--- src/rtl/prtp_pkg.sv ---
// Shared types and constants for the port range to prefix block expander.
// No dependencies; every other file of the block imports this package.
`default_nettype none

package prtp_pkg;

    // Port field width and the widths derived from it.
    localparam int PORT_W   = 16;
    localparam int CURSOR_W = PORT_W + 1;
    localparam int EXP_W    = $clog2(PORT_W + 1);

    // One range item as it arrives.
    typedef struct packed {
        logic [PORT_W-1:0] range_low;
        logic [PORT_W-1:0] range_high;
    } prtp_req_t;

    // One prefix block item as it leaves.
    typedef struct packed {
        logic [PORT_W-1:0] block_start;
        logic [PORT_W-1:0] block_end;
        logic [EXP_W-1:0]  prefix_length;
        logic              last_block;
    } prtp_blk_t;

    // Commands from the controller to the datapath.
    typedef struct packed {
        logic load;  // take a new range into the cursor and bound registers
        logic emit;  // register the current block and advance the cursor
    } prtp_cmd_t;

    // Status from the datapath to the controller.
    typedef struct packed {
        logic empty;  // the offered range has its low end above its high end
        logic last;   // the current block reaches the upper bound
    } prtp_sts_t;

endpackage

`default_nettype wire

--- src/rtl/prtp_dp.sv ---
// Datapath: cursor and bound registers, block size logic and the output register.
// Depends on prtp_pkg; driven by commands from prtp_ctrl.
`default_nettype none

module prtp_dp (
    input  wire logic                  clk,
    input  wire prtp_pkg::prtp_req_t   req,
    input  wire prtp_pkg::prtp_cmd_t   cmd,
    output prtp_pkg::prtp_sts_t        sts,
    output prtp_pkg::prtp_blk_t        blk
);
    import prtp_pkg::*;

    logic [CURSOR_W-1:0] cursor_reg, cursor_next;
    logic [PORT_W-1:0]   upper_reg, upper_next;
    prtp_blk_t           blk_reg, blk_next;

    logic [CURSOR_W-1:0] span;
    logic [EXP_W-1:0]    size_exp;
    logic [EXP_W-1:0]    align_exp;
    logic [EXP_W-1:0]    blk_exp;
    logic [CURSOR_W-1:0] end_pos;

    // Number of values left from the cursor up to the bound, inclusive.
    assign span = {1'b0, upper_reg} - cursor_reg + CURSOR_W'(1);

    // Largest power of two that fits in the remaining span.
    always_comb
    begin
        size_exp = '0;
        for (int i = 0; i < CURSOR_W; i++)
        begin
            if (span[i])
            begin
                size_exp = EXP_W'(i);
            end
        end
    end

    // Alignment of the cursor: its count of trailing zeros, full width when zero.
    always_comb
    begin
        align_exp = EXP_W'(PORT_W);
        for (int i = PORT_W - 1; i >= 0; i--)
        begin
            if (cursor_reg[i])
            begin
                align_exp = EXP_W'(i);
            end
        end
    end

    // The block is bounded by both alignment and remaining span.
    assign blk_exp = (align_exp < size_exp) ? align_exp : size_exp;
    assign end_pos = cursor_reg + ((CURSOR_W'(1) << blk_exp) - CURSOR_W'(1));

    assign sts.empty = req.range_low > req.range_high;
    assign sts.last  = end_pos[PORT_W-1:0] == upper_reg;

    // Next values of the cursor, the bound and the output register.
    always_comb
    begin
        cursor_next = cursor_reg;
        upper_next  = upper_reg;
        blk_next    = blk_reg;
        if (cmd.load)
        begin
            cursor_next = {1'b0, req.range_low};
            upper_next  = req.range_high;
        end
        if (cmd.emit)
        begin
            cursor_next            = end_pos + CURSOR_W'(1);
            blk_next.block_start   = cursor_reg[PORT_W-1:0];
            blk_next.block_end     = end_pos[PORT_W-1:0];
            blk_next.prefix_length = EXP_W'(PORT_W) - blk_exp;
            blk_next.last_block    = sts.last;
        end
    end

    // Payload registers need no reset.
    always_ff @(posedge clk)
    begin
        cursor_reg <= cursor_next;
        upper_reg  <= upper_next;
        blk_reg    <= blk_next;
    end

    assign blk = blk_reg;

endmodule

`default_nettype wire

--- src/rtl/prtp_ctrl.sv ---
// Controller: state machine that sequences one range into its run of blocks.
// Depends on prtp_pkg; commands prtp_dp and owns both handshakes.
`default_nettype none

module prtp_ctrl (
    input  wire logic                clk,
    input  wire logic                rst_n,
    input  wire logic                req_valid,
    output logic                     req_ready,
    output logic                     blk_valid,
    input  wire logic                blk_ready,
    input  wire prtp_pkg::prtp_sts_t sts,
    output prtp_pkg::prtp_cmd_t      cmd
);
    import prtp_pkg::*;

    typedef enum logic {
        ST_IDLE,
        ST_RUN
    } state_t;

    state_t state_reg, state_next;
    logic   blk_valid_reg, blk_valid_next;
    logic   out_free;

    // The output register can take a block when empty or being drained.
    assign out_free = !blk_valid_reg || blk_ready;

    assign req_ready = state_reg == ST_IDLE;
    assign cmd.load  = (state_reg == ST_IDLE) && req_valid;
    assign cmd.emit  = (state_reg == ST_RUN) && out_free;

    // Next state and next output valid.
    always_comb
    begin
        state_next     = state_reg;
        blk_valid_next = blk_valid_reg;
        if (blk_ready)
        begin
            blk_valid_next = 1'b0;
        end
        unique case (state_reg)
            ST_IDLE:
            begin
                if (req_valid && !sts.empty)
                begin
                    state_next = ST_RUN;
                end
            end
            ST_RUN:
            begin
                if (out_free)
                begin
                    blk_valid_next = 1'b1;
                    if (sts.last)
                    begin
                        state_next = ST_IDLE;
                    end
                end
            end
            default:
            begin
                state_next = ST_IDLE;
            end
        endcase
    end

    // State and registered output valid.
    always_ff @(posedge clk or negedge rst_n)
    begin
        if (!rst_n)
        begin
            state_reg     <= ST_IDLE;
            blk_valid_reg <= 1'b0;
        end
        else
        begin
            state_reg     <= state_next;
            blk_valid_reg <= blk_valid_next;
        end
    end

    assign blk_valid = blk_valid_reg;

endmodule

`default_nettype wire

--- src/rtl/port_range_to_prefixes.sv ---
// Top level of the port range to prefix block expander.
// Depends on prtp_pkg, prtp_ctrl and prtp_dp.
//
// Takes an inclusive 16-bit range (range_low .. range_high) and returns, in
// ascending order, the fewest aligned power-of-two blocks that cover it, one
// block item per cycle while the output side takes them. Each range is first
// loaded into the cursor and bound registers, then its blocks are emitted in
// turn (a run is at most 30 blocks). A range with its low end above its high
// end is taken and yields no block. The next range is taken as soon as the
// last block of a run has entered the output register.
`default_nettype none

module port_range_to_prefixes (
    input  wire logic                clk,
    input  wire logic                rst_n,
    input  wire logic                req_valid,
    output logic                     req_ready,
    input  wire prtp_pkg::prtp_req_t req,
    output logic                     blk_valid,
    input  wire logic                blk_ready,
    output prtp_pkg::prtp_blk_t      blk
);
    import prtp_pkg::*;

    prtp_cmd_t cmd;
    prtp_sts_t sts;

    // Sequencing and handshakes.
    prtp_ctrl u_ctrl (
        .clk       (clk),
        .rst_n     (rst_n),
        .req_valid (req_valid),
        .req_ready (req_ready),
        .blk_valid (blk_valid),
        .blk_ready (blk_ready),
        .sts       (sts),
        .cmd       (cmd)
    );

    // Cursor, block sizing and output payload.
    prtp_dp u_dp (
        .clk (clk),
        .req (req),
        .cmd (cmd),
        .sts (sts),
        .blk (blk)
    );

endmodule

`default_nettype wire
--- config.mk ---
export PLATFORM = sky130hd
export DESIGN_NAME = port_range_to_prefixes
export DESIGN_NICKNAME = d
export VERILOG_FILES = /design/src/rtl/prtp_pkg.sv /design/src/rtl/prtp_dp.sv /design/src/rtl/prtp_ctrl.sv /design/src/rtl/port_range_to_prefixes.sv
export SDC_FILE = /design/constraint.sdc
export NUM_CORES = 1
export LEC_CHECK = 0
export BUFFER_PORTS_ARGS = -buffer_cell sky130_fd_sc_hd__buf_2
export CORE_UTILIZATION = 34
export DETAILED_ROUTE_END_ITERATION = 12
export PLACE_DENSITY = 0.64
export SYNTH_ARGS = -nofsm -noshare
export SYNTH_HDL_FRONTEND = slang
export SYNTH_SLANG_ARGS = --single-unit
--- constraint.sdc ---
create_clock -name clk -period 8.5 [get_ports clk]
set_clock_uncertainty 0.1 [all_clocks]
set_input_delay 0.425 -clock clk [delete_from_list [all_inputs] [get_ports clk]]
set_output_delay 0.425 -clock clk [all_outputs]
set_load 0.005 [all_outputs]
==> summary.txt <==
Run status
  – Outcome: completed

Clock network
  – CTS max path bufs: 2
  – Clock latency on the worst-skew pair: about 0.35 ns
  – CTS sink count: 73
  – CTS tree: yes
  – Clock Pin Slew Worst Setup and Hold Paths: about 0.060 ns
  – H-tree Lvls: 3
  – Num CTS Buffers: 9
  – Root Driver: clkbuf_16

Critical path
  – Crit Path Max Fanout: 4
  – Worst path required time: between 8 and 9 ns
  – Highest cell delay on the worst timing path: around 0.39 ns
  – Reg2reg start: u_dp.cursor_reg[1]
  – WS Path Type: register to register
  – Crit path from: u_dp.cursor_reg[1]
  – Startpoint Class: register
  – Critical path arrival: 8.20 ns
  – Crit path buf inv count: 6
  – Top cell by count, worst path: inv_1
  – Top Family by Delay on Critical Path: compound AO/OA/AOI/OAI gates
  – Slowest CP cell: edfxtp_1
  – Crit end category: register

STA
  – Worst-Margin Slew: approximately 1.1 ns
  – Slew Limit Fails: 0
  – Final setup viols: 0
  – Hold Violations, Final: 0
  – Tcrit/Tclk final: about 97%
  – Max frequency: between 100 and 150 MHz
  – Slew margin rel.: between 20% and 30%
  – Final worst path period need: approximately 8.2 ns

Floorplanning
  – Initial Util: approximately a third
  – Die area: about 0.019 mm2
  – Num ports: between 70 and 80
  – Die width: 137 um
  – Placeable Area: around 0.018 mm2
  – # rows: 49
  – Die Ht: around 140 um

Finish
  – Max reg flops: 38
  – Fillers: roughly 1,700
  – Finished Layout Cells: 1,062
  – Final Core Density: between 40% and 50%
  – Final nets: ~950
  – Area grow syn2layout: 32.3%
  – Leading cell types in the layout, fill and taps excluded: buf_4 (96), inv_1 (83), buf_2 (75)
  – Commonest non-fill, non-tap cell in the layout: buf_4
  – Share of cells above drive strength 1: between 30% and 40%
  – ANT cells: 0

Synth
  – Async SR Flop Fraction: approximately 2.7%
  – Synth Area per Inst: 9.52 um2
  – Sequential fraction of the synthesis area: 35.2%
  – #FFs+latches synth: 73
  – Cell variety after synth: 66
  – Mapped Cells: approximately 650
  – Mapped Area: between 0.006 and 0.007 mm2
  – Synth Net Count: around 780
  – Synth area leader: edfxtp_1
  – Most used DFF post-synth: edfxtp_1
  – Post-synth top area share: roughly a third
  – Area contributors post-synth: edfxtp_1 (34%), ha_1 (18%), inv_1 (5.1%)
  – Yosys Warn Count: 0
  – Post-synth EDFFs: 71

GRT
  – Overflow after GRT: 0
  – First-pass GRT wire length: 27,300 um
  – Largest net degree at the start of global routing: 42
  – Vias in the first global route: about 5,400
  – Initial antenna violation count: 0
  – GRT Overall Usage: around 19%

Drt
  – DR WL met3: 777 um
  – Routed Antenna Nets: 0
  – WL final: ~18,000 um
  – Vias per cell: 5.15
  – Uppermost layer routed: met4
  – Vias: about 5,500
  – DRT met1 WL: about 7700 um
  – Drt drc: 0
  – Wirelength per Cell: 16.8 um
  – Met2 wire len: 8660 um
  – Iter 0 DRT Violations: 270
  – Pre-antenna DRT Iters: 4

Place
  – HPWL Detailed: approximately 14,000 um
  – GPL Wtd Cong: 0.925
  – # port buffers: 75
  – Post-Place Cells: approximately 1,000

Hold path
  – Hold Crit Class: primary input to register
  – HP Start: req[15]

Job
  – Max-Cap Viols: 0
==> cell usage after synthesis (5+ instances only) <==
library cell,instances
a211oi_1,9
a21o_1,14
a21oi_1,41
a21oi_2,5
and2_1,5
and3_1,8
and4_1,5
clkbuf_1,5
edfxtp_1,71
ha_1,88
inv_1,84
mux2_2,5
nand2_1,62
nand2b_1,6
nand3_1,10
nand4_1,12
nor2_1,26
nor2b_1,6
nor3_1,7
nor4_1,9
o211ai_1,7
o21a_1,6
o21ai_0,37
xnor2_1,26
xor2_1,29
==> stage by stage <==
step	setup TNS (ns)	hold slack [ns]	instance area (um2)	setup slack, ns
2_1_floorplan	0	0.0294	6200	0.104
3_3_place_gp	-0.0764	0.118	7460	-0.0574
3_5_place_dp	-0.631	0.115	7460	-0.244
4_1_cts	0	0.151	7890	0.00515
5_1_grt	-0.183	0.155	8200	-0.108
6_report	0	0.167	8200	0.292
==> timing repair <==
action                                 CTS  global route
gates resized for setup                  9            51
endpoints found under the hold margin    2             0
pin swaps                               12            18
hold buffers                             1             0
setup endpoints to repair                5            12
buffers inserted                         7             7
==> metal layers <==
| metal | vias to the layer above | global-route usage [%] |
|---|---|---|
| li1 | 2722 | - |
| met1 | 2540 | 24.1 |
| met2 | 167 | 32.2 |
| met3 | 44 | 3.41 |
| met4 | 0 | 8.97 |
| met5 | - | 0 |
==> cells by family (layout without fill, tap and decap cells) <==
kind of cell             Yosys count  in the layout  share of synthesized area (%)
buffers and inverters             91            273                           5.55
multiplexers                       8              8                           1.39
XOR/XNOR                          56             56                           8.13
AO/OA/AOI/OAI                    157            157                           16.7
flip-flops                        73             73                           35.2
AND/OR/NAND/NOR                  176            176                           14.6
adder cells (fa/ha/maj)           90             90                           18.4
==> path summary, 6_finish.rpt <==
kind / to / slack (ns) / cells after the start
max: u_dp.cursor_reg[16] / 0.29 / 40
max in group asynchronous: u_ctrl.state_reg / 7.90 / 2
min: u_dp.upper_reg[15] / 0.17 / 1
min in group asynchronous: u_ctrl.blk_valid / 0.30 / 2
min reg2reg: u_dp.blk[34] / 0.42 / 0
max reg2reg: u_dp.cursor_reg[16] / 0.29 / 40
==> cell type report <==
type / count / area [um2] / share of cell area [%]
repair buffers: 173 / 1120 / 13.6
multi-input cells: 487 / 3960 / 48.3
well taps: 229 / 287 / 3.49
clock inverters: 7 / 116 / 1.42
clock buffers: 9 / 225 / 2.75
inverters: 84 / 315 / 3.84
flip-flops and latches: 73 / 2180 / 26.6
Power is left out: the tool's default activity adds up to more than one toggle a clock period on the data nets, which glitch-free logic cannot reach.
